--- src/rtl/core/kmd_pkg.sv ---
package kmd_pkg;

   // default matrix size
   localparam int unsigned ROWS_DEF = 8;
   localparam int unsigned COLS_DEF = 8;

   // field widths
   localparam int unsigned HIST_W    = 8;
   localparam int unsigned COUNT_W   = 7;
   localparam int unsigned KEY_IDX_W = 6;
   localparam int unsigned CSR_IDX_W = 3;
   localparam int unsigned CSR_DAT_W = 8;

   localparam logic [COUNT_W-1:0] COUNT_MAX = 7'd127;

   // register indexes
   localparam logic [CSR_IDX_W-1:0] CSR_PRESS_THR   = 3'd0;
   localparam logic [CSR_IDX_W-1:0] CSR_RELEASE_THR = 3'd1;
   localparam logic [CSR_IDX_W-1:0] CSR_LOCK_MODE   = 3'd2;
   localparam logic [CSR_IDX_W-1:0] CSR_WAKE_KEY_A  = 3'd3;
   localparam logic [CSR_IDX_W-1:0] CSR_WAKE_KEY_B  = 3'd4;

   // register reset values
   localparam logic [HIST_W-1:0]    PRESS_THR_RST   = 8'd192;
   localparam logic [HIST_W-1:0]    RELEASE_THR_RST = 8'd63;
   localparam logic                 LOCK_MODE_RST   = 1'b0;
   localparam logic [KEY_IDX_W-1:0] WAKE_KEY_A_RST  = 6'd20;
   localparam logic [KEY_IDX_W-1:0] WAKE_KEY_B_RST  = 6'd49;

   // input word
   typedef struct packed {
      logic       raw_pressed;
      logic [2:0] key_row;
      logic [2:0] key_col;
      logic       last_key;
   } req_type;

   // result word
   typedef struct packed {
      logic               key_down;
      logic               history_active;
      logic               scan_done;
      logic [COUNT_W-1:0] active_count;
      logic [COUNT_W-1:0] debounced_total;
      logic               wake;
   } rsp_type;

   // per-key update event towards the scan accumulator
   typedef struct packed {
      logic fire;
      logic active;
      logic db_set;
      logic db_clr;
      logic is_a;
      logic is_b;
      logic raw;
      logic last;
   } kmd_evt_type;

   // end-of-scan summary
   typedef struct packed {
      logic [COUNT_W-1:0] active_count;
      logic [COUNT_W-1:0] debounced_total;
      logic               wake;
   } kmd_sum_type;

endpackage

--- src/rtl/core/kmd_ram.sv ---
module kmd_ram #(
   parameter int unsigned WIDTH = 9,
   parameter int unsigned DEPTH = 64,
   localparam int unsigned AW = (DEPTH > 1) ? $clog2(DEPTH) : 1
) (
   input  logic             clock,
   input  logic             we,
   input  logic [AW-1:0]    waddr,
   input  logic [WIDTH-1:0] wdata,
   input  logic             re,
   input  logic [AW-1:0]    raddr,
   output logic [WIDTH-1:0] rdata
);

   logic [WIDTH-1:0] mem [DEPTH];
   logic [WIDTH-1:0] rdata_ff;

   // one write port, one registered read port, old data on collision
   always_ff @(posedge clock) begin
      if (we) begin
         mem[waddr] <= wdata;
      end
      if (re) begin
         rdata_ff <= mem[raddr];
      end
   end

   assign rdata = rdata_ff;

endmodule

--- src/rtl/core/kmd_scan_acc.sv ---
module kmd_scan_acc #(
   parameter int unsigned DEPTH = 64
) (
   input  logic                 clock,
   input  logic                 reset,
   input  logic                 lock_mode,
   input  kmd_pkg::kmd_evt_type evt,
   output kmd_pkg::kmd_sum_type sum
);
   import kmd_pkg::*;

   localparam int unsigned PT_W = $clog2(DEPTH + 1);

   logic [COUNT_W-1:0] cnt_ff, cnt_in;
   logic [PT_W-1:0]    pt_ff, pt_in;
   logic               a_ff, a_in;
   logic               b_ff, b_in;
   logic               other_ff, other_in;
   logic               raw_ff, raw_in;

   // scan count saturates, it only ever reports up to the cap
   always_comb begin
      cnt_in = cnt_ff;
      if (evt.active && cnt_ff != COUNT_MAX) begin
         cnt_in = cnt_ff + COUNT_W'(1);
      end
   end

   // running total of debounced keys
   always_comb begin
      pt_in = pt_ff;
      if (evt.db_set) begin
         pt_in = pt_ff + PT_W'(1);
      end else if (evt.db_clr) begin
         pt_in = pt_ff - PT_W'(1);
      end
   end

   // wake key tracking
   assign a_in     = a_ff | (evt.active & evt.is_a);
   assign b_in     = b_ff | (evt.active & evt.is_b);
   assign other_in = other_ff | (evt.active & ~evt.is_a & ~evt.is_b);
   assign raw_in   = raw_ff | evt.raw;

   // summary including the current key
   always_comb begin
      sum.active_count = cnt_in;
      if (32'(pt_in) > 32'(COUNT_MAX)) begin
         sum.debounced_total = COUNT_MAX;
      end else begin
         sum.debounced_total = COUNT_W'(pt_in);
      end
      sum.wake = lock_mode ? (a_in & b_in & ~other_in) : raw_in;
   end

   // per-scan state clears after the last key
   always_ff @(posedge clock) begin
      if (reset) begin
         cnt_ff   <= '0;
         pt_ff    <= '0;
         a_ff     <= 1'b0;
         b_ff     <= 1'b0;
         other_ff <= 1'b0;
         raw_ff   <= 1'b0;
      end else if (evt.fire) begin
         pt_ff <= pt_in;
         if (evt.last) begin
            cnt_ff   <= '0;
            a_ff     <= 1'b0;
            b_ff     <= 1'b0;
            other_ff <= 1'b0;
            raw_ff   <= 1'b0;
         end else begin
            cnt_ff   <= cnt_in;
            a_ff     <= a_in;
            b_ff     <= b_in;
            other_ff <= other_in;
            raw_ff   <= raw_in;
         end
      end
   end

endmodule

--- src/rtl/core/key_matrix_debounce_scanner.sv ---
// channel | direction | handshake             | word
// req     | in        | req_valid / req_stall | kmd_pkg::req_type
// rsp     | out       | rsp_valid / rsp_stall | kmd_pkg::rsp_type
// csr     | in        | csr_valid / csr_ready | csr_index, csr_data
//
// one key per cycle sustained while rsp_stall is low; rsp_valid rises once its key has passed
// the update stage (memory read on the taking edge, then update into the output register)
// after reset a clearing pass zeroes all ROWS*COLS key memory entries (64 by default),
// with req_stall held high; csr writes are taken throughout
// rsp_stall reaches req_stall in the same cycle once update stage and output are full
module key_matrix_debounce_scanner #(
   parameter int unsigned ROWS = kmd_pkg::ROWS_DEF,
   parameter int unsigned COLS = kmd_pkg::COLS_DEF
) (
   input  logic                             clock,
   input  logic                             reset,
   input  logic                             req_valid,
   output logic                             req_stall,
   input  kmd_pkg::req_type                 req_data,
   output logic                             rsp_valid,
   input  logic                             rsp_stall,
   output kmd_pkg::rsp_type                 rsp_data,
   input  logic                             csr_valid,
   output logic                             csr_ready,
   input  logic [kmd_pkg::CSR_IDX_W-1:0]    csr_index,
   input  logic [kmd_pkg::CSR_DAT_W-1:0]    csr_data
);
   import kmd_pkg::*;

   localparam int unsigned DEPTH = ROWS * COLS;
   localparam int unsigned IW    = (DEPTH > 1) ? $clog2(DEPTH) : 1;
   localparam int unsigned CW    = (IW > KEY_IDX_W) ? IW : KEY_IDX_W;
   localparam int unsigned EW    = HIST_W + 1;

   // configuration
   logic [HIST_W-1:0]    press_thr_ff;
   logic [HIST_W-1:0]    release_thr_ff;
   logic                 lock_mode_ff;
   logic [KEY_IDX_W-1:0] wake_a_ff;
   logic [KEY_IDX_W-1:0] wake_b_ff;

   // clearing pass
   logic          clearing_ff;
   logic [IW-1:0] clr_addr_ff;

   // update stage
   logic          s1_valid_ff;
   logic [IW-1:0] s1_idx_ff;
   logic          s1_in_range_ff;
   logic          s1_raw_ff;
   logic          s1_last_ff;

   // last write, for forwarding
   logic          lw_valid_ff;
   logic [IW-1:0] lw_addr_ff;
   logic [EW-1:0] lw_data_ff;

   // output register
   logic    out_valid_ff;
   rsp_type out_data_ff;

   logic          req_take;
   logic          s1_adv;
   logic          commit;
   logic [IW-1:0] req_idx;
   logic          req_in_range;
   logic [EW-1:0] rd_data;
   logic [EW-1:0] old_entry;
   logic [HIST_W-1:0] hist_new;
   logic          db_old, db_new, ge_press, le_release;
   logic          ram_we;
   logic [IW-1:0] ram_waddr;
   logic [EW-1:0] ram_wdata;
   kmd_evt_type   evt;
   kmd_sum_type   sum;
   rsp_type       rsp_next;

   // handshakes
   assign s1_adv    = ~out_valid_ff | ~rsp_stall;
   assign req_stall = clearing_ff | (s1_valid_ff & ~s1_adv);
   assign req_take  = req_valid & ~req_stall;
   assign commit    = s1_valid_ff & s1_adv;
   assign csr_ready = 1'b1;

   // key index of the incoming sample
   assign req_in_range = (32'(req_data.key_row) < ROWS) && (32'(req_data.key_col) < COLS);
   assign req_idx      = IW'(32'(req_data.key_row) * COLS + 32'(req_data.key_col));

   // register writes
   always_ff @(posedge clock) begin
      if (reset) begin
         press_thr_ff   <= PRESS_THR_RST;
         release_thr_ff <= RELEASE_THR_RST;
         lock_mode_ff   <= LOCK_MODE_RST;
         wake_a_ff      <= WAKE_KEY_A_RST;
         wake_b_ff      <= WAKE_KEY_B_RST;
      end else if (csr_valid && csr_ready) begin
         case (csr_index)
            CSR_PRESS_THR:   press_thr_ff   <= csr_data;
            CSR_RELEASE_THR: release_thr_ff <= csr_data;
            CSR_LOCK_MODE:   lock_mode_ff   <= csr_data[0];
            CSR_WAKE_KEY_A:  wake_a_ff      <= csr_data[KEY_IDX_W-1:0];
            CSR_WAKE_KEY_B:  wake_b_ff      <= csr_data[KEY_IDX_W-1:0];
            default: ;
         endcase
      end
   end

   // key memory: debounced bit over history
   kmd_ram #(
      .WIDTH (EW),
      .DEPTH (DEPTH)
   ) u_ram (
      .clock (clock),
      .we    (ram_we),
      .waddr (ram_waddr),
      .wdata (ram_wdata),
      .re    (req_take),
      .raddr (req_idx),
      .rdata (rd_data)
   );

   // forward the previous write over a stale read
   assign old_entry = (lw_valid_ff && lw_addr_ff == s1_idx_ff) ? lw_data_ff : rd_data;

   // history shift and threshold compare
   always_comb begin
      hist_new   = {s1_raw_ff, old_entry[HIST_W-1:1]};
      db_old     = old_entry[HIST_W];
      ge_press   = hist_new >= press_thr_ff;
      le_release = hist_new <= release_thr_ff;
      if (ge_press) begin
         db_new = 1'b1;
      end else if (le_release) begin
         db_new = 1'b0;
      end else begin
         db_new = db_old;
      end
   end

   // write back, or zero fill during the clearing pass
   assign ram_we    = clearing_ff | (commit & s1_in_range_ff);
   assign ram_waddr = clearing_ff ? clr_addr_ff : s1_idx_ff;
   assign ram_wdata = clearing_ff ? '0 : {db_new, hist_new};

   // event for the scan accumulator
   always_comb begin
      evt.fire     = commit;
      evt.active   = commit & s1_in_range_ff & (hist_new != '0);
      evt.db_set   = commit & s1_in_range_ff & ge_press & ~db_old;
      evt.db_clr   = commit & s1_in_range_ff & ~ge_press & le_release & db_old;
      evt.is_a     = CW'(s1_idx_ff) == CW'(wake_a_ff);
      evt.is_b     = CW'(s1_idx_ff) == CW'(wake_b_ff);
      evt.raw      = commit & s1_raw_ff;
      evt.last     = s1_last_ff;
   end

   kmd_scan_acc #(
      .DEPTH (DEPTH)
   ) u_acc (
      .clock     (clock),
      .reset     (reset),
      .lock_mode (lock_mode_ff),
      .evt       (evt),
      .sum       (sum)
   );

   // result word
   always_comb begin
      rsp_next.key_down        = s1_in_range_ff & db_new;
      rsp_next.history_active  = s1_in_range_ff & (hist_new != '0);
      rsp_next.scan_done       = s1_last_ff;
      rsp_next.active_count    = s1_last_ff ? sum.active_count : '0;
      rsp_next.debounced_total = s1_last_ff ? sum.debounced_total : '0;
      rsp_next.wake            = s1_last_ff & sum.wake;
   end

   // control state
   always_ff @(posedge clock) begin
      if (reset) begin
         clearing_ff  <= 1'b1;
         clr_addr_ff  <= '0;
         s1_valid_ff  <= 1'b0;
         lw_valid_ff  <= 1'b0;
         out_valid_ff <= 1'b0;
      end else begin
         if (clearing_ff) begin
            clr_addr_ff <= clr_addr_ff + IW'(1);
            if (clr_addr_ff == IW'(DEPTH - 1)) begin
               clearing_ff <= 1'b0;
            end
         end
         if (req_take) begin
            s1_valid_ff <= 1'b1;
         end else if (commit) begin
            s1_valid_ff <= 1'b0;
         end
         if (commit && s1_in_range_ff) begin
            lw_valid_ff <= 1'b1;
         end
         if (commit) begin
            out_valid_ff <= 1'b1;
         end else if (!rsp_stall) begin
            out_valid_ff <= 1'b0;
         end
      end
   end

   // payload registers
   always_ff @(posedge clock) begin
      if (req_take) begin
         s1_idx_ff      <= req_idx;
         s1_in_range_ff <= req_in_range;
         s1_raw_ff      <= req_data.raw_pressed;
         s1_last_ff     <= req_data.last_key;
      end
      if (commit && s1_in_range_ff) begin
         lw_addr_ff <= s1_idx_ff;
         lw_data_ff <= {db_new, hist_new};
      end
      if (commit) begin
         out_data_ff <= rsp_next;
      end
   end

   assign rsp_valid = out_valid_ff;
   assign rsp_data  = out_data_ff;

endmodule

--- config.mk ---
export PLATFORM = sky130hd
export DESIGN_NAME = key_matrix_debounce_scanner
export DESIGN_NICKNAME = d
export VERILOG_FILES = /design/src/rtl/core/kmd_pkg.sv /design/src/rtl/core/kmd_ram.sv /design/src/rtl/core/kmd_scan_acc.sv /design/src/rtl/core/key_matrix_debounce_scanner.sv
export SDC_FILE = /design/constraint.sdc
export NUM_CORES = 1
export LEC_CHECK = 0
export ABC_AREA = 1
export BUFFER_PORTS_ARGS = -buffer_cell sky130_fd_sc_hd__clkbuf_2
export CAP_MARGIN = 20
export CORE_MARGIN = 2
export CORE_UTILIZATION = 50
export DETAILED_ROUTE_END_ITERATION = 10
export GPL_TIMING_DRIVEN = 0
export HOLD_SLACK_MARGIN = 0.06
export PLACE_DENSITY = 0.7
export SYNTH_ARGS = -nofsm -noshare
export SYNTH_HDL_FRONTEND = slang
export SYNTH_SLANG_ARGS = --single-unit
--- constraint.sdc ---
create_clock -name clock -period 7.6 [get_ports clock]
set_clock_uncertainty 0.05 [all_clocks]
set_input_delay 0.38 -clock clock [delete_from_list [all_inputs] [get_ports clock]]
set_output_delay 0.38 -clock clock [all_outputs]
set_load 0.02 [all_outputs]
==> results.sh <==
export IMPL_max_vdd_ir_drop_mv=0.229
export IMPL_synth_seq_area_share_pct=70.9
export IMPL_first_pass_iters=6
export IMPL_dieArea_um2=52400
export IMPL_worstHoldPathType="primary input to register"
export IMPL_synth_seq_cells=616
export IMPL_grt_pass1_wl_um=121000
export IMPL_ctsResizeCount=0
export IMPL_status="complete, no violations"
export IMPL_fin_crit_sh_pct=50.9
export IMPL_hpwl_um=60400
export IMPL_maxCapViolations=0
export IMPL_p_leak_uw=0.0101
export IMPL_layout_common_cells="559 x edfxtp_1, 457 x nor2_1, 350 x o21ai_0"
export IMPL_fin_cells=3023
export IMPL_period_needed_ns=3.87
export IMPL_finalHoldViolations=0
export IMPL_cp_start_kind="register"
export IMPL_drc=0
export IMPL_htreeDepth=3
export IMPL_worst_pin_slew_ns=1.26
export IMPL_port_buffers=42
export IMPL_io_pins=45
export IMPL_drt_iter0_markers=2635
export IMPL_synthCells=2158
export IMPL_grt_pass1_vias=17513
export IMPL_required_ns=7.77
export IMPL_yosysWarnings=0
export IMPL_crit_type="register to register"
export IMPL_fmax_mhz=259
export IMPL_synthFlopType="edfxtp_1"
export IMPL_syn_to_final_growth_pct=14.5
export IMPL_fp_dieH_um=229
export IMPL_maxSlewHeadroom_pct=15.2
export IMPL_clk_path_buf_depth=3
export IMPL_cp_num_buf_inv=3
export IMPL_cts_tree="built"
export IMPL_vias=18611
export IMPL_numCtsBuffers=66
export IMPL_avgRoutedWirePerCell_um=28.3
export IMPL_core_um2=50100
export IMPL_slowest_delay_ns=0.88
export IMPL_numClockSinks=616
export IMPL_cts_root_buf="clkbuf_16"
export IMPL_antenna_found_initial=2
export IMPL_avgSynthCellArea_um2=11.7
export IMPL_syn_num_nets=2200
export IMPL_viasPerCell=6.16
export IMPL_layout_commonest_cell="edfxtp_1"
export IMPL_synth_edf_count=559
export IMPL_fin_setup_tns_ns=0
export IMPL_rows=82
export IMPL_path_clk_slew_ns=0.06
export IMPL_path_max_fanout=10
export IMPL_crit_arrival_ns=4.03
export IMPL_die_w_um=229
export IMPL_grt_overflow=0
export IMPL_critical_path_top_delay_family="simple AND/OR/NAND/NOR gates"
export IMPL_maxSlewViolCount=0
export IMPL_syn_area_um2=25300
export IMPL_crit_top_cell="nor2_1"
export IMPL_gp_congestion=1.07
export IMPL_fill_cells=4117
export IMPL_clock_latency_ns=0.61
export IMPL_cp_end_kind="register"
export IMPL_dp_cells=2888
export IMPL_slowest_stage="nor2_1"
export IMPL_totalPowerFinal_uw=7310
export IMPL_grt_use_total_pct=32.4
export IMPL_crit_chain="clkbuf_1 > clkinv_1 > a21oi_1 > inv_1 > nor2_1 > nand2_1 > nor2_1"
export IMPL_power_density_nw_per_um2=253
export IMPL_ant_nets=0
export IMPL_drt_wl_total_um=85600
export IMPL_start_util_pct=50.5
export IMPL_antenna_cells=0
export IMPL_nNetsFinal=2342
export IMPL_rsz0062_at_grt="false"
export IMPL_synthArstFlopShare_pct=0
export IMPL_synth_cell_types=43
export IMPL_setup_violations_final=0
export IMPL_grt_max_degree=45
export IMPL_drive_gt1_share_pct=8.80
[metrics by stage]
stage          area [um2]  util (%)  hold slack [ns]  worst slack (ns)
6_report            28900      57.8           0.0889              3.73
5_1_grt             28900      57.8           0.0784              3.54
4_1_cts             28900      57.7           0.0610              3.80
3_5_place_dp        26600      53.2            0.405              3.63
3_3_place_gp        26300      52.6            0.396             0.591
2_1_floorplan       25300         -            0.385              3.21
[registers in the layout (all words and copies together), names as in the netlist, 6 cells and up]
register and cells:
clr_addr_ff 6, lw_addr_ff 6, lw_data_ff 8, press_thr_ff 8
release_thr_ff 8, rsp_data 17, s1_idx_ff 6, u_acc.cnt_ff 7
u_acc.pt_ff 7, u_ram.mem 512, u_ram.rdata 8, wake_a_ff 6
wake_b_ff 6
[cells by family (layout without fill, tap and decap cells)]
family | Yosys count | after routing | share of synthesized area [%]
AND/OR/NAND/NOR | 696 | 696 | 11.2
buffers and inverters | 230 | 423 | 3.53
other | 1 | 1 | 0.0148
AO/OA/AOI/OAI | 581 | 581 | 12.8
adder cells (fa/ha/maj) | 18 | 18 | 0.891
flip-flops | 616 | 616 | 70.9
XOR/XNOR | 15 | 15 | 0.520
multiplexers | 1 | 1 | 0.0891
[synth_stat cells, drive strengths merged (4+ instances only)]
| cell type | number | share of area, % |
|---|---|---|
| nand3 | 49 | 0.97 |
| o21ai | 355 | 7.1 |
| o32ai | 7 | 0.24 |
| nor2 | 468 | 7.0 |
| o211ai | 17 | 0.50 |
| buf | 15 | 0.34 |
| dfxtp | 57 | 4.5 |
| nand2 | 145 | 2.2 |
| a21oi | 43 | 0.87 |
| inv | 104 | 1.5 |
| clkbuf | 108 | 1.6 |
| nand4 | 12 | 0.45 |
| xor2 | 12 | 0.42 |
| ha | 18 | 0.89 |
| o221ai | 16 | 0.55 |
| o22ai | 136 | 3.4 |
| edfxtp | 559 | 66 |
| nand3b | 4 | 0.12 |
| nor3 | 12 | 0.28 |
[where the power goes]
part / internal [uW] / leakage (uW) / total (uW) / switching [uW]
clock: 1890 / 0.00106 / 3220 / 1330
combinational: 103 / 0.00306 / 426 / 323
sequential: 3660 / 0.00598 / 3670 / 6.60
[repair_timing]
| action | in CTS | in global routing |
|---|---|---|
| setup buffers | 0 | 0 |
| hold endpoints to repair | 20 | 0 |
| hold buffers | 14 | 0 |
| setup endpoints to repair | 0 | 0 |
[cell type report]
type,instances,area [um2],area share (%)
flip-flops and latches,616,17900,62.0
multi-input cells,1312,6520,22.5
clock buffers,83,1800,6.22
well taps,672,841,2.91
repair buffers,74,612,2.11
plain buffers,123,492,1.70
inverters,107,402,1.39
clock inverters,36,339,1.17
[worst reg2reg max path, stage by stage (launching register included)]
cell and delay, ns:
dfxtp_1 0.30, clkbuf_1 0.27, clkinv_1 0.33, a21oi_1 0.82, inv_1 0.27, nor2_1 0.28, nand2_1 0.28, nor2_1 0.88
[worst paths after layout]
| kind | depth (start not counted) | from | endpoint | slack, ns |
|---|---|---|---|---|
| worst max register to register | 7 | clearing_ff$_SDFF_PP1_ | u_ram.mem[23][7]$_DFFE_PP_ | 3.73 |
| worst max-delay path | 7 | clearing_ff$_SDFF_PP1_ | u_ram.mem[23][7]$_DFFE_PP_ | 3.73 |
| worst min register to register | 2 | u_acc.a_ff$_SDFFE_PP0P_ | u_acc.a_ff$_SDFFE_PP0P_ | 0.43 |
| worst min-delay path | 3 | csr_data[5] | wake_b_ff[5]$_SDFFE_PP1P_ | 0.09 |
[metal layers]
| layer | vias to the layer above | share of wire (%) | GRT usage, % |
|---|---|---|---|
| met5 | - | 0.014 | 0 |
| met4 | 2 | 4.1 | 13.0 |
| met3 | 211 | 11 | 7.11 |
| met2 | 1160 | 47 | 52.1 |
| met1 | 9140 | 38 | 43.2 |
| li1 | 8098 | - | - |
Power figures use the tool's default switching activity.
